--- config.mk ---
export PLATFORM = sky130hd
export DESIGN_NAME = dirty_column_range_tracker_top_flat
export DESIGN_NICKNAME = d
export VERILOG_FILES = /design/src/hdl/dcrt_pkg.sv /design/src/hdl/dcrt_in_if.sv /design/src/hdl/dcrt_out_if.sv /design/src/hdl/dirty_column_range_tracker_top.sv /design/src/hdl/dcrt_front.sv /design/src/hdl/dcrt_queue.sv /design/src/hdl/dcrt_back.sv /design/src/flat_wrapper.sv
export SDC_FILE = /design/constraint.sdc
export NUM_CORES = 1
export LEC_CHECK = 0
export ABC_AREA = 1
export BUFFER_PORTS_ARGS = -buffer_cell sky130_fd_sc_hd__buf_2
export CORE_ASPECT_RATIO = 0.6
export CORE_MARGIN = 4
export CORE_UTILIZATION = 30
export DETAILED_ROUTE_END_ITERATION = 10
export PLACE_DENSITY = 0.41
export SKIP_LAST_GASP = 1
export SLEW_MARGIN = 30
export SYNTH_ARGS = -nofsm -noshare
export SYNTH_HDL_FRONTEND = slang
export SYNTH_HIERARCHICAL = 1
export SYNTH_SLANG_ARGS = --single-unit
--- constraint.sdc ---
create_clock -name clk -period 6.7 [get_ports clk]
set_input_delay 0.67 -clock clk [delete_from_list [all_inputs] [get_ports clk]]
set_output_delay 0.67 -clock clk [all_outputs]
set_load 0.02 [all_outputs]
--- src/hdl/dcrt_pkg.sv ---
`timescale 1ns / 1ps
// ----------------------------------------------------------------------------
// Dirty column range tracker package
// Shared widths, codes, the front-to-back command type and the back-end
// state type.
// ----------------------------------------------------------------------------
package dcrt_pkg;

    localparam int COORD_W = 16;
    localparam int COL_W   = 9;
    localparam int GAP_W   = 6;
    localparam int RSN_W   = 3;
    localparam int CFG_W   = 9;
    localparam int CFG_IDX_W = 1;

    // Configuration register indexes
    localparam logic [CFG_IDX_W-1:0] CFG_PARTIAL_MAX_WIDTH = 1'd0;
    localparam logic [CFG_IDX_W-1:0] CFG_MERGE_GAP         = 1'd1;

    localparam logic [COL_W-1:0] PMW_RESET = 9'd200;
    localparam logic [GAP_W-1:0] GAP_RESET = 6'd8;

    // Input operation codes
    localparam logic OP_AREA    = 1'b0;
    localparam logic OP_DISCARD = 1'b1;

    // Result kinds
    localparam logic KIND_FULL    = 1'b0;
    localparam logic KIND_PARTIAL = 1'b1;

    // Full-refresh reason bits
    localparam logic [RSN_W-1:0] REASON_NONE        = 3'b000;
    localparam logic [RSN_W-1:0] REASON_SINGLE_WIDE = 3'b001;
    localparam logic [RSN_W-1:0] REASON_TABLE_FULL  = 3'b010;
    localparam logic [RSN_W-1:0] REASON_TOTAL_WIDE  = 3'b100;

    // Depth of the queue between front and back
    localparam int QUEUE_DEPTH = 2;
    localparam int QPTR_W      = 1;
    localparam int QCNT_W      = 2;

    // One classified item as handed from front to back
    typedef struct packed {
        logic             discard;
        logic             has_span;
        logic             too_wide;
        logic             frame_end;
        logic [COL_W-1:0] lo;
        logic [COL_W-1:0] hi;
    } cmd_t;

    typedef enum logic [2:0] {
        BK_IDLE,
        BK_SCAN,
        BK_MOVE,
        BK_ADD,
        BK_SUM,
        BK_EMIT_FULL,
        BK_EMIT_SPAN
    } back_state_t;

endpackage

--- src/hdl/dcrt_in_if.sv ---
`timescale 1ns / 1ps
// ----------------------------------------------------------------------------
// Dirty area channel
// Valid/ready channel that carries one dirty area or a discard request.
// ----------------------------------------------------------------------------
interface dcrt_in_if
    import dcrt_pkg::*;
    ();

    logic                      valid;
    logic                      ready;
    logic                      op;
    logic signed [COORD_W-1:0] area_left;
    logic signed [COORD_W-1:0] area_right;
    logic signed [COORD_W-1:0] area_top;
    logic signed [COORD_W-1:0] area_bottom;
    logic                      frame_end;

    modport source (
        output valid, op, area_left, area_right, area_top, area_bottom, frame_end,
        input  ready
    );

    modport sink (
        input  valid, op, area_left, area_right, area_top, area_bottom, frame_end,
        output ready
    );

endinterface

--- src/hdl/dcrt_out_if.sv ---
`timescale 1ns / 1ps
// ----------------------------------------------------------------------------
// Refresh result channel
// Valid/ready channel that carries one refresh result.
// ----------------------------------------------------------------------------
interface dcrt_out_if
    import dcrt_pkg::*;
    ();

    logic             valid;
    logic             ready;
    logic             kind;
    logic [COL_W-1:0] span_start;
    logic [COL_W-1:0] span_end;
    logic [RSN_W-1:0] reason;
    logic             last;

    modport source (
        output valid, kind, span_start, span_end, reason, last,
        input  ready
    );

    modport sink (
        input  valid, kind, span_start, span_end, reason, last,
        output ready
    );

endinterface

--- src/hdl/dirty_column_range_tracker_top.sv ---
`timescale 1ns / 1ps
// ----------------------------------------------------------------------------
// Dirty column range tracker
// Gathers the dirty areas of a frame into column spans and reports either a
// partial refresh per span or one full refresh at frame end.
// ----------------------------------------------------------------------------
//  Channel   Direction  Handshake        Carries
//  in_ch     sink       valid / ready    op, area bounds, frame_end
//  out_ch    source     valid / ready    kind, span_start, span_end, reason, last
//  cfg_*     input      cfg_we only      partial_max_width, merge_gap
//
//  The front end classifies an area in the cycle of its transfer and queues
//  it (two entries), so input is taken while the back end is busy.
//  The back end compares one table slot per cycle and restarts the scan after
//  each merge; at frame end it sums the covered width over the table slots
//  and then emits its results: one full refresh or a partial refresh per span.
//  A stalled output holds the back end; reset clears the span count and
//  pending flags, not the table.
// ----------------------------------------------------------------------------
module dirty_column_range_tracker_top
    import dcrt_pkg::*;
#(
    parameter int SCREEN_COLUMNS = 400,
    parameter int SCREEN_ROWS    = 300,
    parameter int SPAN_SLOTS     = 8
) (
    input  logic                 clk,
    input  logic                 rst_n,
    dcrt_in_if.sink              in_ch,
    dcrt_out_if.source           out_ch,
    input  logic                 cfg_we,
    input  logic [CFG_IDX_W-1:0] cfg_index,
    input  logic [CFG_W-1:0]     cfg_data
);

    logic [COL_W-1:0] pmw_reg;
    logic [GAP_W-1:0] gap_reg;
    logic             push_valid;
    logic             push_ready;
    cmd_t             push_cmd;
    logic             q_valid;
    logic             q_pop;
    cmd_t             q_cmd;

    always_ff @(posedge clk or negedge rst_n)
    begin
        if (!rst_n)
        begin
            pmw_reg <= PMW_RESET;
            gap_reg <= GAP_RESET;
        end
        else if (cfg_we)
        begin
            case (cfg_index)
                CFG_PARTIAL_MAX_WIDTH:
                begin
                    pmw_reg <= cfg_data[COL_W-1:0];
                end
                CFG_MERGE_GAP:
                begin
                    gap_reg <= cfg_data[GAP_W-1:0];
                end
                default:
                begin
                end
            endcase
        end
    end

    dcrt_front #(
        .SCREEN_COLUMNS (SCREEN_COLUMNS),
        .SCREEN_ROWS    (SCREEN_ROWS)
    ) u_front (
        .in_ch             (in_ch),
        .partial_max_width (pmw_reg),
        .push_valid        (push_valid),
        .push_ready        (push_ready),
        .push_cmd          (push_cmd)
    );

    dcrt_queue u_queue (
        .clk        (clk),
        .rst_n      (rst_n),
        .push_valid (push_valid),
        .push_ready (push_ready),
        .push_cmd   (push_cmd),
        .pop_valid  (q_valid),
        .pop        (q_pop),
        .pop_cmd    (q_cmd)
    );

    dcrt_back #(
        .SCREEN_COLUMNS (SCREEN_COLUMNS),
        .SPAN_SLOTS     (SPAN_SLOTS)
    ) u_back (
        .clk               (clk),
        .rst_n             (rst_n),
        .partial_max_width (pmw_reg),
        .merge_gap         (gap_reg),
        .q_valid           (q_valid),
        .q_cmd             (q_cmd),
        .q_pop             (q_pop),
        .out_ch            (out_ch)
    );

endmodule

--- src/hdl/dcrt_front.sv ---
`timescale 1ns / 1ps
// ----------------------------------------------------------------------------
// Dirty column range tracker front end
// Clips each area to the screen, aligns its column span to pixel pairs and
// classifies it for the back end.
// ----------------------------------------------------------------------------
module dcrt_front
    import dcrt_pkg::*;
#(
    parameter int SCREEN_COLUMNS = 400,
    parameter int SCREEN_ROWS    = 300
) (
    dcrt_in_if.sink         in_ch,
    input  logic [COL_W-1:0] partial_max_width,
    output logic            push_valid,
    input  logic            push_ready,
    output cmd_t            push_cmd
);

    localparam logic signed [COORD_W:0] COL_MAX = (COORD_W+1)'(SCREEN_COLUMNS - 1);
    localparam logic signed [COORD_W:0] ROW_MAX = (COORD_W+1)'(SCREEN_ROWS - 1);
    localparam logic [COL_W:0]          COL_LIM = (COL_W+1)'(SCREEN_COLUMNS - 1);

    logic signed [COORD_W:0] left_s;
    logic signed [COORD_W:0] right_s;
    logic signed [COORD_W:0] top_s;
    logic signed [COORD_W:0] bottom_s;
    logic signed [COORD_W:0] cx1;
    logic signed [COORD_W:0] cx2;
    logic signed [COORD_W:0] cy1;
    logic signed [COORD_W:0] cy2;
    logic                    visible;
    logic [COL_W:0]          hi_raw;
    logic [COL_W-1:0]        lo;
    logic [COL_W-1:0]        hi;
    logic [COL_W:0]          width;

    assign in_ch.ready = push_ready;
    assign push_valid  = in_ch.valid;

    always_comb
    begin
        left_s   = {in_ch.area_left[COORD_W-1], in_ch.area_left};
        right_s  = {in_ch.area_right[COORD_W-1], in_ch.area_right};
        top_s    = {in_ch.area_top[COORD_W-1], in_ch.area_top};
        bottom_s = {in_ch.area_bottom[COORD_W-1], in_ch.area_bottom};

        cx1 = left_s[COORD_W] ? '0 : left_s;
        cx2 = (right_s > COL_MAX) ? COL_MAX : right_s;
        cy1 = top_s[COORD_W] ? '0 : top_s;
        cy2 = (bottom_s > ROW_MAX) ? ROW_MAX : bottom_s;

        visible = (cx1 <= cx2) && (cy1 <= cy2);

        // When visible both columns lie on the screen, so their low bits suffice.
        lo     = {cx1[COL_W-1:1], 1'b0};
        hi_raw = {1'b0, cx2[COL_W-1:1], 1'b1};
        hi     = (hi_raw > COL_LIM) ? COL_LIM[COL_W-1:0] : hi_raw[COL_W-1:0];
        width  = {1'b0, hi} - {1'b0, lo} + (COL_W+1)'(1);

        push_cmd.discard   = (in_ch.op == OP_DISCARD);
        push_cmd.has_span  = visible;
        push_cmd.too_wide  = (width >= {1'b0, partial_max_width});
        push_cmd.frame_end = in_ch.frame_end;
        push_cmd.lo        = lo;
        push_cmd.hi        = hi;
    end

endmodule

--- src/hdl/dcrt_queue.sv ---
`timescale 1ns / 1ps
// ----------------------------------------------------------------------------
// Dirty column range tracker command queue
// Short FIFO of classified items between the front and back ends.
// ----------------------------------------------------------------------------
module dcrt_queue
    import dcrt_pkg::*;
(
    input  logic clk,
    input  logic rst_n,
    input  logic push_valid,
    output logic push_ready,
    input  cmd_t push_cmd,
    output logic pop_valid,
    input  logic pop,
    output cmd_t pop_cmd
);

    cmd_t              slot_reg [QUEUE_DEPTH];
    logic [QPTR_W-1:0] wr_ptr_reg;
    logic [QPTR_W-1:0] wr_ptr_next;
    logic [QPTR_W-1:0] rd_ptr_reg;
    logic [QPTR_W-1:0] rd_ptr_next;
    logic [QCNT_W-1:0] cnt_reg;
    logic [QCNT_W-1:0] cnt_next;
    logic              do_push;
    logic              do_pop;

    assign push_ready = (cnt_reg != QCNT_W'(QUEUE_DEPTH));
    assign pop_valid  = (cnt_reg != '0);
    assign pop_cmd    = slot_reg[rd_ptr_reg];
    assign do_push    = push_valid && push_ready;
    assign do_pop     = pop && pop_valid;

    always_comb
    begin
        wr_ptr_next = do_push ? wr_ptr_reg + QPTR_W'(1) : wr_ptr_reg;
        rd_ptr_next = do_pop ? rd_ptr_reg + QPTR_W'(1) : rd_ptr_reg;
        cnt_next    = cnt_reg;
        if (do_push && !do_pop)
        begin
            cnt_next = cnt_reg + QCNT_W'(1);
        end
        else if (do_pop && !do_push)
        begin
            cnt_next = cnt_reg - QCNT_W'(1);
        end
    end

    always_ff @(posedge clk or negedge rst_n)
    begin
        if (!rst_n)
        begin
            wr_ptr_reg <= '0;
            rd_ptr_reg <= '0;
            cnt_reg    <= '0;
        end
        else
        begin
            wr_ptr_reg <= wr_ptr_next;
            rd_ptr_reg <= rd_ptr_next;
            cnt_reg    <= cnt_next;
        end
    end

    always_ff @(posedge clk)
    begin
        if (do_push)
        begin
            slot_reg[wr_ptr_reg] <= push_cmd;
        end
    end

endmodule

--- src/hdl/dcrt_back.sv ---
`timescale 1ns / 1ps
// ----------------------------------------------------------------------------
// Dirty column range tracker back end
// Merges spans into the slot table one slot per cycle, sums the covered
// width at frame end and emits the results through an output register.
// ----------------------------------------------------------------------------
module dcrt_back
    import dcrt_pkg::*;
#(
    parameter int SCREEN_COLUMNS = 400,
    parameter int SPAN_SLOTS     = 8
) (
    input  logic             clk,
    input  logic             rst_n,
    input  logic [COL_W-1:0] partial_max_width,
    input  logic [GAP_W-1:0] merge_gap,
    input  logic             q_valid,
    input  cmd_t             q_cmd,
    output logic             q_pop,
    dcrt_out_if.source       out_ch
);

    localparam int IDX_W = (SPAN_SLOTS > 1) ? $clog2(SPAN_SLOTS) : 1;
    localparam int CNT_W = $clog2(SPAN_SLOTS + 1);
    localparam int COV_W = $clog2(SPAN_SLOTS * SCREEN_COLUMNS + 1);

    back_state_t      state_reg;
    back_state_t      state_next;

    logic [COL_W-1:0] lo_tbl_reg [SPAN_SLOTS];
    logic [COL_W-1:0] hi_tbl_reg [SPAN_SLOTS];
    logic             tbl_we;
    logic [IDX_W-1:0] tbl_addr;
    logic [COL_W-1:0] tbl_lo_wd;
    logic [COL_W-1:0] tbl_hi_wd;
    logic [CNT_W-1:0] rd_addr;
    logic [COL_W-1:0] rd_lo;
    logic [COL_W-1:0] rd_hi;

    logic [CNT_W-1:0] count_reg;
    logic [CNT_W-1:0] count_next;
    logic [CNT_W-1:0] idx_reg;
    logic [CNT_W-1:0] idx_next;
    logic [COL_W-1:0] lo_reg;
    logic [COL_W-1:0] lo_next;
    logic [COL_W-1:0] hi_reg;
    logic [COL_W-1:0] hi_next;
    logic             fe_reg;
    logic             fe_next;
    logic             full_reg;
    logic             full_next;
    logic [RSN_W-1:0] reason_reg;
    logic [RSN_W-1:0] reason_next;
    logic [COV_W-1:0] covered_reg;
    logic [COV_W-1:0] covered_next;

    logic             out_valid_reg;
    logic             out_valid_next;
    logic             out_kind_reg;
    logic             out_kind_next;
    logic [COL_W-1:0] out_start_reg;
    logic [COL_W-1:0] out_start_next;
    logic [COL_W-1:0] out_end_reg;
    logic [COL_W-1:0] out_end_next;
    logic [RSN_W-1:0] out_reason_reg;
    logic [RSN_W-1:0] out_reason_next;
    logic             out_last_reg;
    logic             out_last_next;

    logic             scan_done;
    logic             hit;
    logic             wide;
    logic             out_free;
    logic             last_slot;

    // The table is read at one place: the last slot while refilling a merged
    // slot, otherwise the slot under the scan index.
    assign rd_addr = (state_reg == BK_MOVE) ? count_reg : idx_reg;
    assign rd_lo   = lo_tbl_reg[rd_addr[IDX_W-1:0]];
    assign rd_hi   = hi_tbl_reg[rd_addr[IDX_W-1:0]];

    assign scan_done = (idx_reg == count_reg);
    assign hit       = ({1'b0, lo_reg} <= ({1'b0, rd_hi} + (COL_W+1)'(merge_gap)))
                    && (({1'b0, hi_reg} + (COL_W+1)'(merge_gap)) >= {1'b0, rd_lo});
    assign wide      = (covered_reg >= COV_W'(partial_max_width));
    assign out_free  = !out_valid_reg || out_ch.ready;
    assign last_slot = (idx_reg == count_reg - CNT_W'(1));

    assign out_ch.valid      = out_valid_reg;
    assign out_ch.kind       = out_kind_reg;
    assign out_ch.span_start = out_start_reg;
    assign out_ch.span_end   = out_end_reg;
    assign out_ch.reason     = out_reason_reg;
    assign out_ch.last       = out_last_reg;

    // Next state
    always_comb
    begin
        state_next = state_reg;
        case (state_reg)
            BK_IDLE:
            begin
                if (q_valid && !q_cmd.discard)
                begin
                    if (q_cmd.has_span && !q_cmd.too_wide)
                    begin
                        state_next = BK_SCAN;
                    end
                    else if (q_cmd.frame_end)
                    begin
                        state_next = BK_SUM;
                    end
                end
            end
            BK_SCAN:
            begin
                if (scan_done)
                begin
                    state_next = BK_ADD;
                end
                else if (hit)
                begin
                    state_next = BK_MOVE;
                end
            end
            BK_MOVE:
            begin
                state_next = BK_SCAN;
            end
            BK_ADD:
            begin
                state_next = fe_reg ? BK_SUM : BK_IDLE;
            end
            BK_SUM:
            begin
                if (scan_done)
                begin
                    if (full_reg || wide)
                    begin
                        state_next = BK_EMIT_FULL;
                    end
                    else if (count_reg == '0)
                    begin
                        state_next = BK_IDLE;
                    end
                    else
                    begin
                        state_next = BK_EMIT_SPAN;
                    end
                end
            end
            BK_EMIT_FULL:
            begin
                if (out_free)
                begin
                    state_next = BK_IDLE;
                end
            end
            BK_EMIT_SPAN:
            begin
                if (out_free && last_slot)
                begin
                    state_next = BK_IDLE;
                end
            end
            default:
            begin
                state_next = BK_IDLE;
            end
        endcase
    end

    // Datapath and outputs
    always_comb
    begin
        q_pop           = 1'b0;
        tbl_we          = 1'b0;
        tbl_addr        = idx_reg[IDX_W-1:0];
        tbl_lo_wd       = lo_reg;
        tbl_hi_wd       = hi_reg;
        count_next      = count_reg;
        idx_next        = idx_reg;
        lo_next         = lo_reg;
        hi_next         = hi_reg;
        fe_next         = fe_reg;
        full_next       = full_reg;
        reason_next     = reason_reg;
        covered_next    = covered_reg;
        out_valid_next  = out_valid_reg && !out_ch.ready;
        out_kind_next   = out_kind_reg;
        out_start_next  = out_start_reg;
        out_end_next    = out_end_reg;
        out_reason_next = out_reason_reg;
        out_last_next   = out_last_reg;

        case (state_reg)
            BK_IDLE:
            begin
                if (q_valid)
                begin
                    q_pop        = 1'b1;
                    fe_next      = q_cmd.frame_end;
                    lo_next      = q_cmd.lo;
                    hi_next      = q_cmd.hi;
                    idx_next     = '0;
                    covered_next = '0;
                    if (q_cmd.discard)
                    begin
                        count_next  = '0;
                        full_next   = 1'b0;
                        reason_next = REASON_NONE;
                    end
                    else if (q_cmd.has_span && q_cmd.too_wide)
                    begin
                        full_next   = 1'b1;
                        reason_next = reason_reg | REASON_SINGLE_WIDE;
                    end
                end
            end
            BK_SCAN:
            begin
                if (!scan_done)
                begin
                    if (hit)
                    begin
                        lo_next    = (rd_lo < lo_reg) ? rd_lo : lo_reg;
                        hi_next    = (rd_hi > hi_reg) ? rd_hi : hi_reg;
                        count_next = count_reg - CNT_W'(1);
                    end
                    else
                    begin
                        idx_next = idx_reg + CNT_W'(1);
                    end
                end
            end
            BK_MOVE:
            begin
                // Refill the merged slot from the last slot and rescan.
                tbl_we    = 1'b1;
                tbl_lo_wd = rd_lo;
                tbl_hi_wd = rd_hi;
                idx_next  = '0;
            end
            BK_ADD:
            begin
                if (count_reg == CNT_W'(SPAN_SLOTS))
                begin
                    full_next   = 1'b1;
                    reason_next = reason_reg | REASON_TABLE_FULL;
                end
                else
                begin
                    tbl_we     = 1'b1;
                    tbl_addr   = count_reg[IDX_W-1:0];
                    count_next = count_reg + CNT_W'(1);
                end
                idx_next     = '0;
                covered_next = '0;
            end
            BK_SUM:
            begin
                if (!scan_done)
                begin
                    covered_next = covered_reg + COV_W'(rd_hi) - COV_W'(rd_lo) + COV_W'(1);
                    idx_next     = idx_reg + CNT_W'(1);
                end
                else
                begin
                    if (wide)
                    begin
                        reason_next = reason_reg | REASON_TOTAL_WIDE;
                    end
                    idx_next = '0;
                end
            end
            BK_EMIT_FULL:
            begin
                if (out_free)
                begin
                    out_valid_next  = 1'b1;
                    out_kind_next   = KIND_FULL;
                    out_start_next  = '0;
                    out_end_next    = '0;
                    out_reason_next = reason_reg;
                    out_last_next   = 1'b1;
                    count_next      = '0;
                    full_next       = 1'b0;
                    reason_next     = REASON_NONE;
                end
            end
            BK_EMIT_SPAN:
            begin
                if (out_free)
                begin
                    out_valid_next  = 1'b1;
                    out_kind_next   = KIND_PARTIAL;
                    out_start_next  = rd_lo;
                    out_end_next    = rd_hi;
                    out_reason_next = REASON_NONE;
                    out_last_next   = last_slot;
                    idx_next        = idx_reg + CNT_W'(1);
                    if (last_slot)
                    begin
                        count_next  = '0;
                        full_next   = 1'b0;
                        reason_next = REASON_NONE;
                    end
                end
            end
            default:
            begin
            end
        endcase
    end

    always_ff @(posedge clk or negedge rst_n)
    begin
        if (!rst_n)
        begin
            state_reg     <= BK_IDLE;
            count_reg     <= '0;
            idx_reg       <= '0;
            fe_reg        <= 1'b0;
            full_reg      <= 1'b0;
            reason_reg    <= REASON_NONE;
            covered_reg   <= '0;
            out_valid_reg <= 1'b0;
        end
        else
        begin
            state_reg     <= state_next;
            count_reg     <= count_next;
            idx_reg       <= idx_next;
            fe_reg        <= fe_next;
            full_reg      <= full_next;
            reason_reg    <= reason_next;
            covered_reg   <= covered_next;
            out_valid_reg <= out_valid_next;
        end
    end

    always_ff @(posedge clk)
    begin
        lo_reg         <= lo_next;
        hi_reg         <= hi_next;
        out_kind_reg   <= out_kind_next;
        out_start_reg  <= out_start_next;
        out_end_reg    <= out_end_next;
        out_reason_reg <= out_reason_next;
        out_last_reg   <= out_last_next;
        if (tbl_we)
        begin
            lo_tbl_reg[tbl_addr] <= tbl_lo_wd;
            hi_tbl_reg[tbl_addr] <= tbl_hi_wd;
        end
    end

endmodule
--- src/flat_wrapper.sv ---
// flat-port wrapper written by rule: the top's interface ports become plain ports
module dirty_column_range_tracker_top_flat import dcrt_pkg::*;
#(
    parameter int SCREEN_COLUMNS = 400,
    parameter int SCREEN_ROWS    = 300,
    parameter int SPAN_SLOTS     = 8
)
  (clk, rst_n, cfg_we, cfg_index, cfg_data, in_ch_valid, in_ch_op, in_ch_area_left, in_ch_area_right, in_ch_area_top, in_ch_area_bottom, in_ch_frame_end, in_ch_ready, out_ch_valid, out_ch_kind, out_ch_span_start, out_ch_span_end, out_ch_reason, out_ch_last, out_ch_ready);
  dcrt_in_if in_ch_i ();
  dcrt_out_if out_ch_i ();
  input  logic clk;
  input  logic rst_n;
  input  logic cfg_we;
  input  logic [CFG_IDX_W-1:0] cfg_index;
  input  logic [CFG_W-1:0] cfg_data;
  input wire logic [$bits(in_ch_i.valid)-1:0] in_ch_valid;
  input wire logic [$bits(in_ch_i.op)-1:0] in_ch_op;
  input wire logic [$bits(in_ch_i.area_left)-1:0] in_ch_area_left;
  input wire logic [$bits(in_ch_i.area_right)-1:0] in_ch_area_right;
  input wire logic [$bits(in_ch_i.area_top)-1:0] in_ch_area_top;
  input wire logic [$bits(in_ch_i.area_bottom)-1:0] in_ch_area_bottom;
  input wire logic [$bits(in_ch_i.frame_end)-1:0] in_ch_frame_end;
  output wire logic [$bits(in_ch_i.ready)-1:0] in_ch_ready;
  output wire logic [$bits(out_ch_i.valid)-1:0] out_ch_valid;
  output wire logic [$bits(out_ch_i.kind)-1:0] out_ch_kind;
  output wire logic [$bits(out_ch_i.span_start)-1:0] out_ch_span_start;
  output wire logic [$bits(out_ch_i.span_end)-1:0] out_ch_span_end;
  output wire logic [$bits(out_ch_i.reason)-1:0] out_ch_reason;
  output wire logic [$bits(out_ch_i.last)-1:0] out_ch_last;
  input wire logic [$bits(out_ch_i.ready)-1:0] out_ch_ready;
  assign in_ch_i.valid = in_ch_valid;
  assign in_ch_i.op = in_ch_op;
  assign in_ch_i.area_left = in_ch_area_left;
  assign in_ch_i.area_right = in_ch_area_right;
  assign in_ch_i.area_top = in_ch_area_top;
  assign in_ch_i.area_bottom = in_ch_area_bottom;
  assign in_ch_i.frame_end = in_ch_frame_end;
  assign in_ch_ready = in_ch_i.ready;
  assign out_ch_valid = out_ch_i.valid;
  assign out_ch_kind = out_ch_i.kind;
  assign out_ch_span_start = out_ch_i.span_start;
  assign out_ch_span_end = out_ch_i.span_end;
  assign out_ch_reason = out_ch_i.reason;
  assign out_ch_last = out_ch_i.last;
  assign out_ch_i.ready = out_ch_ready;
  dirty_column_range_tracker_top #(.SCREEN_COLUMNS(SCREEN_COLUMNS), .SCREEN_ROWS(SCREEN_ROWS), .SPAN_SLOTS(SPAN_SLOTS)) u_core (.clk(clk), .rst_n(rst_n), .in_ch(in_ch_i), .out_ch(out_ch_i), .cfg_we(cfg_we), .cfg_index(cfg_index), .cfg_data(cfg_data));
endmodule
Word-level counts from Yosys, hierarchy flattened
Memories as Yosys holds them, arrays and structs flattened.
Cells that the tools add are included.
{ "word_totals": {"register_bits": 89, "mem_bits_rw": 186, "input_bits": 81, "output_inout_bits": 25, "elab_cells": 220, "mem_count": 3} }
{ "op_classes": {"add_sub_neg": 14, "order_cmp": 11, "eq_ne": 30, "n_mux": 90, "n_bitwise": 3, "reduce_logical": 47} }
{ "mem_list": {"columns": ["memory", "depth", "width", "read_ports", "rd_clocked_by_memory_dff", "write_ports", "line", "text"], "rows": [
  ["u_core.u_back.hi_tbl_reg", 8, 9, 1, 0, 1, "dcrt_back.sv:31", "logic [COL_W-1:0] hi_tbl_reg [SPAN_SLOTS];"],
  ["u_core.u_back.lo_tbl_reg", 8, 9, 1, 0, 1, "dcrt_back.sv:30", "logic [COL_W-1:0] lo_tbl_reg [SPAN_SLOTS];"],
  ["u_core.u_queue.slot_reg", 2, 21, 1, 0, 1, "dcrt_queue.sv:19", "cmd_t slot_reg [QUEUE_DEPTH];"]
]} }
{ "ops": {"columns": ["cell", "count"], "rows": [
  ["$mux W9", 14],
  ["$pmux W9 S2", 4],
  ["$mux W3", 21],
  ["$mux W4", 13],
  ["$pmux W4 S5", 2],
  ["$ne A2 B2 Y1 const B", 18],
  ["$pmux W12 S3", 1],
  ["$mux W17", 2],
  ["$gt A16 B10 Y1 const B", 2],
  ["$mux W15", 2],
  ["$mux W12", 2],
  ["$pmux W3 S7", 1],
  ["$add A9 B6 Y10", 2],
  ["$ge A10 B9 Y1", 2],
  ["$mux W1", 19],
  ["$reduce_and A9 Y1", 2],
  ["$le A16 B17 Y1", 1],
  ["$le A17 B17 Y1", 1],
  ["$reduce_and A8 Y1", 2],
  ["$pmux W3 S5", 1],
  ["$reduce_and A5 Y1", 3],
  ["$add A12 B1 Y12 const B", 1],
  ["$add A12 B9 Y12", 1],
  ["$ge A12 B9 Y1", 1],
  ["other kinds (37)", 77]
]} }

Longest topological paths before layout
Gate-level depths: netlist of the first run.
An unclocked memory read counts as a cell.
{ "logic_depth": {"word_depth": 9, "depth_mapped": 32} }

Modules after synthesis
The synthesis of the first run kept the hierarchy.
{ "by_module_without_submodules": {"columns": ["module", "instances", "cells_per_inst", "area_per_inst_um2", "seq_area_each_um2"], "rows": [
  ["dcrt_back", 1, 1167, 11606.1, 6281.0],
  ["dcrt_front", 1, 359, 2042.0, 0.0],
  ["dcrt_queue", 1, 143, 1824.2, 1421.4],
  ["dirty_column_range_tracker_top", 1, 66, 639.4, 380.4]
]} }

Worst setup path before layout of the first run
Ideal clock, no wire load.
{ "synth_timing": {"path_kind": "reg2reg", "from": "register u_core.u_back.state_reg[0]", "to": "register u_core.u_back.hi_reg[0] (enable)", "t_arrival_ns": 4.475, "required_time_ns": 6.326, "path_slack_ns": 1.851, "stages_incl_launch_ff": 30, "n_path_buf": 3, "period_less_slack_ns": 4.849, "path_cell_list": "dfrtp_1 > inv_1 > nand3_4 > buf_6 > o21ai_2 > buf_6 > buf_2 > a32o_1 > nand2_1 > o21ai_1 > inv_1 > ha_1 > fa_1 > a21oi_1 > nor2_1 > nor2_1 > nor2_1 > o21ai_0 > nand2_1 > xnor2_1 > ha_1 > nand2_1 > o21ai_0 > a21oi_1 > nor2_1 > nand2_1 > nand2_2 > nand2_2 > nand3_1 > nor2_1"} }
{ "synth_via": {"elab_chain_len": 8} }
{ "synth_lines": {"columns": ["element", "line", "text"], "rows": [
  ["from (decl)", "dcrt_back.sv:27", "back_state_t state_reg;"],
  ["from (signal assigned)", "dcrt_back.sv:331", "state_reg <= state_next;"],
  ["$eq A3 B2 Y1 *", "dcrt_back.sv:78", "assign rd_addr = (state_reg == BK_MOVE) ? count_reg : idx_reg;"],
  ["$mux W3 *", "dcrt_back.sv:78", null],
  ["$mem_v2 Z8 W9 *", null, null],
  ["net u_core.u_back.rd_hi[0]", "dcrt_back.sv:38", "logic [COL_W-1:0] rd_hi;"],
  ["$add A9 B6 Y10", "dcrt_back.sv:83", "assign hit = ({1'b0, lo_reg} <= ({1'b0, rd_hi} + (COL_W+1)'(merge_gap)))"],
  ["$le A9 B10 Y1", "dcrt_back.sv:83", null],
  ["$logic_and A1 B1 Y1", "dcrt_back.sv:84", "&& (({1'b0, hi_reg} + (COL_W+1)'(merge_gap)) >= {1'b0, rd_lo});"],
  ["$ne A2 B2 Y1 (no line)", null, null],
  ["$reduce_and A5 Y1 (no line) *", null, null],
  ["to (signal assigned)", "dcrt_back.sv:345", "hi_reg <= hi_next;"],
  ["to (decl)", "dcrt_back.sv:46", "logic [COL_W-1:0] hi_reg;"]
]} }
The timed path passes the listed nets; every way through them passes the cells marked *.
A chain may end at the register's enable or synchronous reset.

Worst setup path in the final report of the first run
{ "layout_timing": {"from": "register u_core.u_back.state_reg[0]", "to": "register u_core.u_back.lo_reg[3] (enable)"} }
{ "layout_via": {"elab_chain_len": 8} }
{ "layout_lines": {"columns": ["element", "line", "text"], "rows": [
  ["$eq A3 B2 Y1", "dcrt_back.sv:78", null],
  ["$mux W3", "dcrt_back.sv:78", null],
  ["$mem_v2 Z8 W9", null, null],
  ["net u_core.u_back.rd_hi[3]", "dcrt_back.sv:38", null],
  ["$add A9 B6 Y10", "dcrt_back.sv:83", null],
  ["$le A9 B10 Y1", "dcrt_back.sv:83", null],
  ["$logic_and A1 B1 Y1", "dcrt_back.sv:84", null],
  ["$ne A2 B2 Y1 (no line)", null, null],
  ["$reduce_and A5 Y1 (no line)", null, null],
  ["to (signal assigned)", "dcrt_back.sv:344", "lo_reg <= lo_next;"],
  ["to (decl)", "dcrt_back.sv:44", "logic [COL_W-1:0] lo_reg;"]
]} }
The timed path passes the listed nets, and every way through them passes these cells.

==> impl_metrics.csv, run 1 <==
group,metric,value,unit
outcome,status,"completed",
cts,cts_resized,0,
routing,wire_per_inst,19.3,um
timing,min_period_over_period,91.2,%
setup_path,timing.rr.start,"u_core/u_back/state_reg[0]$_DFFE_PN0P_",
setup_path,rr_worst_depth,28,
power,leakage,8.20,nW
synthesis,syn_inst,1735,
cts,clkTransAtPathRegs,0.06,ns
setup_path,r2r-end,"u_core/u_back/lo_reg[3]$_DFFE_PP_",
cts,cts_setup_buffers,0,
synthesis,ys_ff_latch,277,
cells_and_area,area_growth,14.5,%
floorplanning,die_h,188,um
routing,drc,0,
setup_path,crit_top_cell,"nand2_1",
worst_hold_path,hp-class,"primary input to async pin",
cells_and_area,drive_gt1_share,12.4,%
flow_run,cap_violations,0,
placed_design,dp_hpwl,37400,um
setup_path,critPathMaxStageDelay,0.72,ns
synthesis,syn_area_per_cell,9.29,um2
cts,cts_tree,"yes",
cts,numCtsBuffers,30,
power,cellPowerDensity,516,nW/um2
setup_path,path_class,"flip-flop to flip-flop",
timing,max_freq,164,MHz
synthesis,synth_enable_flop_cells,229,
placed_design,placed_cell_area,17500,um2
cells_and_area,final_nets,2074,
routing,dr.pass1.iters,5,
timing,worst_slew_pin_slew,0.909,ns
cts,cts-root-buf,"clkbuf_16",
routing,drtIter0Drc,939,
timing,setup-tns-final,0,ns
routing,postRouteAntennaNets,0,
timing,min_period,6.11,ns
synthesis,synth_cell_types,54,
synthesis,synth-main-ff-cell,"edfxtp_1",
routing,drt-total-wl,49800,um
timing,setup_viol,0,
setup_path,startpoint_type,"flip-flop",
global_routing,grt_antenna_before_repair,1,
global_routing,grt_pass1_vias,12000,
routing,vias,12400,
cts,clock-sinks,277,
floorplanning,die_area,57600,um2
placed_design,numPortBuffers,105,
cts,insertion_delay,0.57,ns
cts,hold_buffers,0,
floorplanning,io_pins,106,
global_routing,grt-ovfl-total,0,
routing,via_per_inst,4.80,
setup_path,rrSetupSlack,0.59,ns
cells_and_area,final_cell_area,18500,um2
timing,hold_violations,0,
cells_and_area,antennaDiodeCount,0,
synthesis,syn-cell-area,16100,um2
setup_path,crit_arrival,6.30,ns
power,worst_ir_drop_vdd,0.240,mV
setup_path,worstPathRequired,6.89,ns
global_routing,grt_use_total,17.1,%
cts,htree_levels,1,
global_routing,grt_pass1_wl,74800,um
setup_path,crit_path_max_fanout,23,
synthesis,syn-num-nets,1957,
floorplanning,coreArea,52900,um2
synthesis,ys.warnings.count,6,
floorplanning,start_util,30.5,%
global_routing,grt_max_degree,59,
synthesis,ys_seq_area_share,50.2,%
cts,clk_path_buf_depth,3,
setup_path,crit_slowest_cell,"nor2_1",
timing,skew,0.0150,ns
timing,maxSlewViolCount,0,
floorplanning,die_x,307,um
setup_path,critPathCaptureType,"flip-flop",
timing,max-slew-margin-rel,38.8,%
placed_design,gp_congestion,0.877,
floorplanning,rows,65,
synthesis,async_flop_share,17.3,%
timing,rsz0062_at_grt,"no",
-- power breakdown --
part / leakage, nW / internal, mW / switching (mW) / total, mW
Clock: 0.453 / 0.919 / 0.703 / 1.62
Sequential: 2.70 / 2.39 / 0.249 / 2.64
Combinational: 5.04 / 1.71 / 3.55 / 5.27
Total: 8.20 / 5.02 / 4.50 / 9.53
-- cells in the mapped netlist, types with 11 or more instances --
| library cell | count | area [um2] |
|---|---|---|
| nand2_1 | 427 | 1600 |
| edfxtp_1 | 229 | 6880 |
| inv_1 | 216 | 811 |
| nor2_1 | 160 | 601 |
| ha_1 | 128 | 1600 |
| o21ai_0 | 101 | 505 |
| nand3_1 | 82 | 410 |
| a21oi_1 | 72 | 360 |
| dfrtp_1 | 44 | 1100 |
| nand4_1 | 28 | 175 |
| xor2_1 | 25 | 219 |
| o21ai_1 | 21 | 105 |
| clkbuf_1 | 19 | 71.3 |
| o221ai_1 | 18 | 158 |
| buf_2 | 15 | 75.1 |
| a32o_1 | 14 | 140 |
| buf_4 | 13 | 97.6 |
| fa_1 | 13 | 260 |
| xnor2_1 | 11 | 96.3 |
-- cells in the final DEF (no fill, tap or decap), types with 3 or more instances in the layout --
cell type	n
xor2_1	25
clkbuf_1	7
buf_4	35
a21oi_1	72
clkbuf_16	31
o21ai_1	25
nor2_2	7
or2_2	4
nand2_2	8
o21ai_0	97
inv_1	216
a21o_1	3
buf_2	105
o211ai_1	7
inv_2	4
fa_1	13
dfstp_2	4
a32o_1	14
nand4_1	28
nor4_1	5
clkinv_2	5
nand3b_1	3
ha_1	128
nor2_1	149
dfrtp_1	44
clkinv_1	4
edfxtp_1	229
o21bai_1	4
nand3_1	82
a31oi_1	5
nor3_1	10
xnor2_1	11
nand2_4	3
o21ai_4	3
nor2_4	7
o221ai_1	18
nand2_1	426
-- worst max-delay path: cells and delay by family, from the launching register on --
family / cells / cell delay [ns]
AO/OA/AOI/OAI: 6 / 1.30
XOR/XNOR: 1 / 0.16
adder cells (fa/ha/maj): 2 / 0.66
buffers and inverters: 6 / 0.98
flip-flops: 1 / 0.44
AND/OR/NAND/NOR: 13 / 2.14
-- per-layer routing --
layer | global-route usage [%] | part of all wire [%] | wire length [um]
met1 | 28.1 | 54 | 27000
met2 | 22.9 | 38 | 19100
met3 | 3.78 | 6.2 | 3110
met4 | 2.14 | 1.2 | 579
met5 | 0 | 0 | 0
-- logic make-up after synthesis --
group / Yosys count / share of synthesized area (%)
buffers and inverters: 277 / 7.39
AND/OR/NAND/NOR: 744 / 19.4
XOR/XNOR: 36 / 1.96
adder cells (fa/ha/maj): 141 / 11.6
AO/OA/AOI/OAI: 258 / 9.44
flip-flops: 277 / 50.2
other: 2 / 0.0466
-- layout make-up --
cell class	instances	area [um2]
fillers	5456	34400
flip-flops and latches	277	8080
multi-input cells	1181	6910
inverters	221	837
repair buffers	141	808
well taps	703	880
clock inverters	15	133
clock buffers	38	802
-- worst max-delay path by stage --
stage | end | cells past startpoint | from | slack [ns]
6_report | u_core/u_back/lo_reg[3]$_DFFE_PP_ | 28 | u_core/u_back/state_reg[0]$_DFFE_PN0P_ | 0.59
2_1_floorplan | u_core/u_back/hi_reg[0]$_DFFE_PP_ | 29 | u_core/u_back/state_reg[0]$_DFFE_PN0P_ | 1.85
4_1_cts | u_core/u_back/lo_reg[3]$_DFFE_PP_ | 28 | u_core/u_back/state_reg[0]$_DFFE_PN0P_ | 0.70
3_5_place_dp | u_core/u_back/lo_reg[3]$_DFFE_PP_ | 28 | u_core/u_back/state_reg[0]$_DFFE_PN0P_ | 0.70
5_1_grt | u_core/u_back/lo_reg[3]$_DFFE_PP_ | 28 | u_core/u_back/state_reg[0]$_DFFE_PN0P_ | 0.12
3_3_place_gp | u_core/u_back/lo_reg[4]$_DFFE_PP_ | 28 | u_core/u_back/state_reg[0]$_DFFE_PN0P_ | 0.95
-- stage by stage --
step | setup slack [ns] | utilization, % | power [mW] | cells | hold WS, ns
after floorplan | 1.85 | - | 6.04 | 1735 | 0.374
after global placement | 0.946 | 33.1 | 7.89 | 2523 | 0.466
after detailed placement | 0.704 | 33.1 | 7.87 | 2523 | 0.470
after CTS | 0.699 | 34.9 | 9.55 | 2576 | 0.232
after global routing | 0.122 | 34.9 | 10.4 | 2576 | 0.280
final | 0.588 | 34.9 | 9.53 | 2576 | 0.210
No activity file was read; power rests on OpenSTA's default activity.
==> run 2: changes to the inputs <==
--- a/config.mk
+++ b/config.mk
@@ -11,7 +11,7 @@
 export CORE_MARGIN = 4
 export CORE_UTILIZATION = 30
 export DETAILED_ROUTE_END_ITERATION = 10
-export PLACE_DENSITY = 0.41
+export PLACE_DENSITY = 0.42
 export SKIP_LAST_GASP = 1
 export SLEW_MARGIN = 30
 export SYNTH_ARGS = -nofsm -noshare
==> impl_metrics.csv, run 2 (synthesis results as in run 1) <==
group,metric,value,unit
cells_and_area,n_fill_cell,5454,
global_routing,grt-ovfl-total,0,
timing,min_period_over_period,92.3,%
timing,whs,0.218,ns
placed_design,gp_congestion,0.898,
cells_and_area,area_growth,14.6,%
cts,clock-sinks,277,
routing,wire_per_inst,18.6,um
cells_and_area,final_cell_area,18500,um2
cells_and_area,drive_gt1_share,12.4,%
setup_path,worstPathRequired,6.89,ns
power,cellPowerDensity,514,nW/um2
outcome,status,"completed",
cells_and_area,final_core_util,34.9,%
setup_path,crit_path_max_fanout,28,
setup_path,critPathCaptureType,"flip-flop",
floorplanning,coreArea,52900,um2
timing,skew,0.0212,ns
cells_and_area,multiInputGateArea,6890,um2
floorplanning,rows,65,
timing,max-slew-margin-rel,35.6,%
cts,clk_path_buf_depth,3,
placed_design,placed_cell_area,17500,um2
floorplanning,start_util,30.5,%
setup_path,startpoint_type,"flip-flop",
cts,cts_setup_buffers,0,
routing,via_per_inst,4.79,
placed_design,dp_hpwl,36200,um
timing,worst_slew_pin_slew,0.956,ns
floorplanning,die_x,307,um
timing,hold_violations,0,
cells_and_area,mostFrequentLayoutCells,"426 x nand2_1, 229 x edfxtp_1, 216 x inv_1, 149 x nor2_1, 128 x ha_1",
cts,cts-root-buf,"clkbuf_16",
floorplanning,die_area,57600,um2
setup_path,crit_arrival,6.37,ns
cts,cts_tree,"yes",
timing,setup_viol,0,
timing,maxSlewViolCount,0,
placed_design,numPortBuffers,105,
routing,drt-total-wl,47900,um
power,worst_ir_drop_vdd,0.244,mV
timing,min_period,6.19,ns
cells_and_area,seqCellArea,8080,um2
timing,max_freq,162,MHz
floorplanning,io_pins,106,
cells_and_area,antennaDiodeCount,0,
cts,insertion_delay,0.57,ns
global_routing,grt_pass1_wl,72800,um
cells_and_area,final_nets,2071,
worst_hold_path,hp-class,"primary input to async pin",
routing,dr.pass1.iters,5,
floorplanning,die_h,188,um
placed_design,place_ws,0.632,ns
cells_and_area,final_common_cell,"nand2_1",
global_routing,grt_antenna_before_repair,0,
global_routing,grt_pass1_vias,11900,
routing,postRouteAntennaNets,0,
power,leakage,8.22,nW
timing,setup-tns-final,0,ns
timing,fin_ws,0.514,ns
global_routing,grt_use_total,16.4,%
routing,drc,0,
cts,cts_resized,0,
cts,hold_buffers,0,
flow_run,cap_violations,0,
cts,numCtsBuffers,28,
timing,rsz0062_at_grt,"no",
global_routing,grt_max_degree,49,
cts,clkTransAtPathRegs,0.07,ns
routing,vias,12300,
setup_path,path_class,"flip-flop to flip-flop",
routing,drtIter0Drc,998,
cts,htree_levels,1,
-- run 2: cell count changes in the layout (fill, tap and decap cells not counted), sizes merged --
| cell | delta |
|---|---|
| bufinv | +4 |
| clkinvlp | -2 |
| clkbuf | -5 |
| clkinv | -3 |
| buf | -1 |
-- run 2: report_power, final --
group          leakage, nW  switching, mW  internal [mW]
combinational         5.04           3.45           1.69
clock                0.484          0.695           1.04
sequential            2.70          0.218           2.39
total                 8.22           4.37           5.11
-- run 2: path summary, 6_finish.rpt --
kind                                                        start                                        to  slack (ns)  depth (start not counted)
setup / recovery           u_core/u_back/state_reg[0]$_DFFE_PN0P_         u_core/u_back/hi_reg[3]$_DFFE_PP_        0.51                         27
hold / removal                                              rst_n   u_core/u_back/reason_reg[0]$_DFFE_PN0P_        0.22                          2
setup reg to reg           u_core/u_back/state_reg[0]$_DFFE_PN0P_         u_core/u_back/hi_reg[3]$_DFFE_PP_        0.51                         27
hold reg to reg                     u_core/pmw_reg[7]$_DFFE_PN1P_             u_core/pmw_reg[7]$_DFFE_PN1P_        0.47                          2
max in group asynchronous                                   rst_n     u_core/u_queue/rd_ptr_reg$_DFFE_PN0P_        6.01                          2
min in group clk                                         in_ch_op  u_core/u_queue/slot_reg[0][21]$_DFFE_PP_        0.30                          1
-- run 2: cell type report --
cell class	instances	share of cell area, %
clock inverters	14	1.23
flip-flops and latches	277	43.8
repair buffers	140	4.27
inverters	221	4.53
well taps	703	4.76
clock buffers	33	4.12
multi-input cells	1181	37.3
-- run 2: worst max-delay path: stages (launching register included) --
cell and delay, ns:
dfrtp_1 0.44, inv_1 0.20, nand3_4 0.17, o21ai_4 0.57, buf_4 0.42, a32o_1 0.22, nand2_1 0.05, o21ai_0 0.20
inv_1 0.19, ha_1 0.38, inv_1 0.08, nor3_1 0.19, nand2_1 0.08, nand3_1 0.12, nand2_1 0.06, nand2_1 0.08
nand2_1 0.07, xor2_1 0.16, ha_1 0.30, a21oi_1 0.15, o21ai_0 0.09, a21oi_1 0.13, nor2_1 0.06, nand2_1 0.21
nand2_2 0.11, nand2_2 0.16, nand3_1 0.20, nor2_1 0.67
-- run 2: routing by layer --
layer / vias to the layer above / wire length, um / GRT usage, %
met5: - / 0 / 0
met4: 0 / 549 / 2.31
met3: 39 / 3100 / 3.08
met2: 316 / 18700 / 22.4
met1: 5859 / 25600 / 26.8
li1: 6090 / - / -
-- run 2: per-stage QoR --
stage | power [mW] | instances
floorplan | 6.04 | 1735
global placement | 7.75 | 2522
detailed placement | 7.75 | 2522
CTS | 9.52 | 2569
global route | 10.3 | 2569
finish | 9.48 | 2569
==> run 3: changes to the inputs <==
--- a/config.mk
+++ b/config.mk
@@ -9,9 +9,9 @@
 export BUFFER_PORTS_ARGS = -buffer_cell sky130_fd_sc_hd__buf_2
 export CORE_ASPECT_RATIO = 0.6
 export CORE_MARGIN = 4
-export CORE_UTILIZATION = 30
+export CORE_UTILIZATION = 50
 export DETAILED_ROUTE_END_ITERATION = 10
-export PLACE_DENSITY = 0.42
+export PLACE_DENSITY = 0.67
 export SKIP_LAST_GASP = 1
 export SLEW_MARGIN = 30
 export SYNTH_ARGS = -nofsm -noshare
==> constraint.sdc (replaced) <==
create_clock -name clk -period 5.1 [get_ports clk]
set_input_delay 0.51 -clock clk [delete_from_list [all_inputs] [get_ports clk]]
set_output_delay 0.51 -clock clk [all_outputs]
set_load 0.02 [all_outputs]
==> impl_metrics.csv, run 3 (synthesis results as in run 1) <==
group,metric,value,unit
global_routing,grt-ovfl-total,0,
power,leakage,8.36,nW
cts,clkTransAtPathRegs,0.07,ns
placed_design,place_ws,-0.0227,ns
cells_and_area,layout.cells.non_filler,2318,
floorplanning,start_util,51.2,%
power,p_sw,5.74,mW
power,swShare,45.8,%
timing,max_freq,207,MHz
global_routing,grt_use_total,23.7,%
timing,hold_violations,0,
cells_and_area,n_fill_cell,2683,
outcome,status,"completed",
floorplanning,rows,50,
cts,htree_levels,1,
setup_path,crit_top_cell,"nand2_1",
setup_path,worstPathRequired,5.53,ns
cells_and_area,final_common_cell,"nand2_1",
setup_path,startpoint_type,"flip-flop",
setup_path,critPathCaptureType,"flip-flop",
cells_and_area,final_cell_area,18300,um2
global_routing,grt_pass1_vias,11800,
placed_design,placed_cell_area,17300,um2
global_routing,grt_max_degree,49,
power,clockPowerShare,16.4,%
power,p_comb_share,56.6,%
cts,clk_path_buf_depth,3,
setup_path,cp_cell_sequence,"inv_1, nand3_4, buf_4, o21ai_2, buf_4, buf_4, clkinvlp_4, o221ai_1, nand2_2, fa_1, ha_1, a21oi_1, nand2_1, nand2_1, nand2_1, nand2_1, a21oi_1, o21ai_0, nand3_1, a32o_1",
timing,min_period,4.82,ns
cts,cts_tree,"yes",
routing,dr.pass1.iters,5,
cells_and_area,area_growth,13.9,%
power,design_power_total,12.5,mW
routing,postRouteAntennaNets,0,
floorplanning,io_pins,106,
flow_run,cap_violations,0,
global_routing,grt_antenna_before_repair,0,
timing,worst_slew_pin_slew,0.956,ns
setup_path,path_class,"flip-flop to flip-flop",
timing,max-slew-margin-rel,35.6,%
cts,numCtsBuffers,26,
routing,drtIter0Drc,1276,
setup_path,crit_arrival,5.25,ns
routing,vias,12800,
power,p_seq_share,27.0,%
floorplanning,die_area,35300,um2
placed_design,dp_hpwl,31800,um
floorplanning,die_x,240,um
cells_and_area,final_nets,2104,
timing,fin_ws,0.278,ns
cts,clock-sinks,277,
setup_path,crit_path_max_fanout,33,
power,cellPowerDensity,683,nW/um2
routing,drt-total-wl,42600,um
cts,cts-root-buf,"clkbuf_16",
floorplanning,die_h,147,um
routing,drc,0,
cells_and_area,antennaDiodeCount,0,
timing,setup-tns-final,0,ns
cts,hold_buffers,0,
placed_design,gp_congestion,0.995,
global_routing,grt_pass1_wl,65700,um
timing,min_period_over_period,94.5,%
setup_path,crit_slowest_cell,"fa_1",
cells_and_area,drive_gt1_share,14.1,%
timing,skew,0.0169,ns
cts,insertion_delay,0.55,ns
setup_path,critPathMaxStageDelay,0.53,ns
power,p_int,6.80,mW
power,worst_ir_drop_vdd,0.341,mV
timing,maxSlewViolCount,0,
routing,via_per_inst,5.51,
floorplanning,coreArea,31500,um2
placed_design,numPlacedInstances,2265,
cells_and_area,mostFrequentLayoutCells,"425 x nand2_1, 229 x edfxtp_1, 215 x inv_1, 147 x nor2_1, 128 x ha_1",
timing,setup_viol,0,
placed_design,numPortBuffers,105,
worst_hold_path,hp-class,"primary input to async pin",
routing,wire_per_inst,18.4,um
## run 3: cell types whose count changed in the layout (fill, tap and decap cells not counted), sizes merged
| cell | change |
|---|---|
| buf | +34 |
| nor2 | +1 |
| clkinvlp | +2 |
| clkbuf | +2 |
| inv | -1 |
| bufinv | -2 |
## run 3: worst max-delay path, delay by kind of cell, from the launching register on
family / cells / cell delay, ns
buf+inv: 5 / 1.18
flops: 1 / 0.38
simple gates: 7 / 0.87
compound gates: 6 / 1.37
fa+ha+maj: 2 / 0.90
## run 3: final timing paths
| check | start | cells after the start | slack (ns) | to |
|---|---|---|---|---|
| min in group clk | in_ch_op | 1 | 0.16 | u_core/u_queue/slot_reg[0][21]$_DFFE_PP_ |
| max in group asynchronous | rst_n | 2 | 4.55 | u_core/u_queue/cnt_reg[1]$_DFFE_PN0P_ |
| worst min-delay path | rst_n | 2 | 0.07 | u_core/u_back/idx_reg[2]$_DFFE_PN0P_ |
| worst max-delay path | u_core/u_back/state_reg[0]$_DFFE_PN0P_ | 20 | 0.28 | u_core/u_back/covered_reg[8]$_DFFE_PN0P_ |
| worst max register to register | u_core/u_back/state_reg[0]$_DFFE_PN0P_ | 20 | 0.28 | u_core/u_back/covered_reg[8]$_DFFE_PN0P_ |
| worst min register to register | u_core/u_back/fe_reg$_DFFE_PN0P_ | 2 | 0.48 | u_core/u_back/fe_reg$_DFFE_PN0P_ |
## run 3: repair_timing
item,CTS,global route
gates resized for setup,0,11
buffers inserted,0,4
setup endpoints to repair,18,20
pin swaps,0,3
cloned,0,1
## run 3: power groups by stage
stage	Combinational [mW]	Clock, mW	Sequential (mW)
floorplan	4.56	0	3.38
global placement	6.60	0	3.43
detailed placement	6.76	0	3.42
finish	7.10	2.05	3.39
CTS	6.81	2.09	3.38
global route	7.87	2.18	3.41
## run 3: per-stage QoR
stage	hold WS [ns]	utilization, %
after detailed placement	0.464	55.1
after global placement	0.461	55.1
after global routing	0.119	58.3
after CTS	0.0934	58.0
final	0.0653	58.3
after floorplan	0.214	-
## run 3: cell type report
class	instances	area, um2	share of cell area (%)
Sequential cell	277	8080	44.1
Multi-Input combinational cell	1182	6930	37.8
Timing Repair Buffer	174	1070	5.85
Inverter	221	841	4.58
Clock buffer	35	726	3.96
Tap cell	416	520	2.84
Clock inverter	13	170	0.928
## run 3: per-layer routing
layer | global-route usage [%] | vias up | share of wire, %
li1 | - | 6150 | -
met1 | 36.9 | 5958 | 47
met2 | 33.4 | 594 | 40
met3 | 6.21 | 60 | 11
met4 | 4.67 | 2 | 1.8
met5 | 0 | - | 0.087
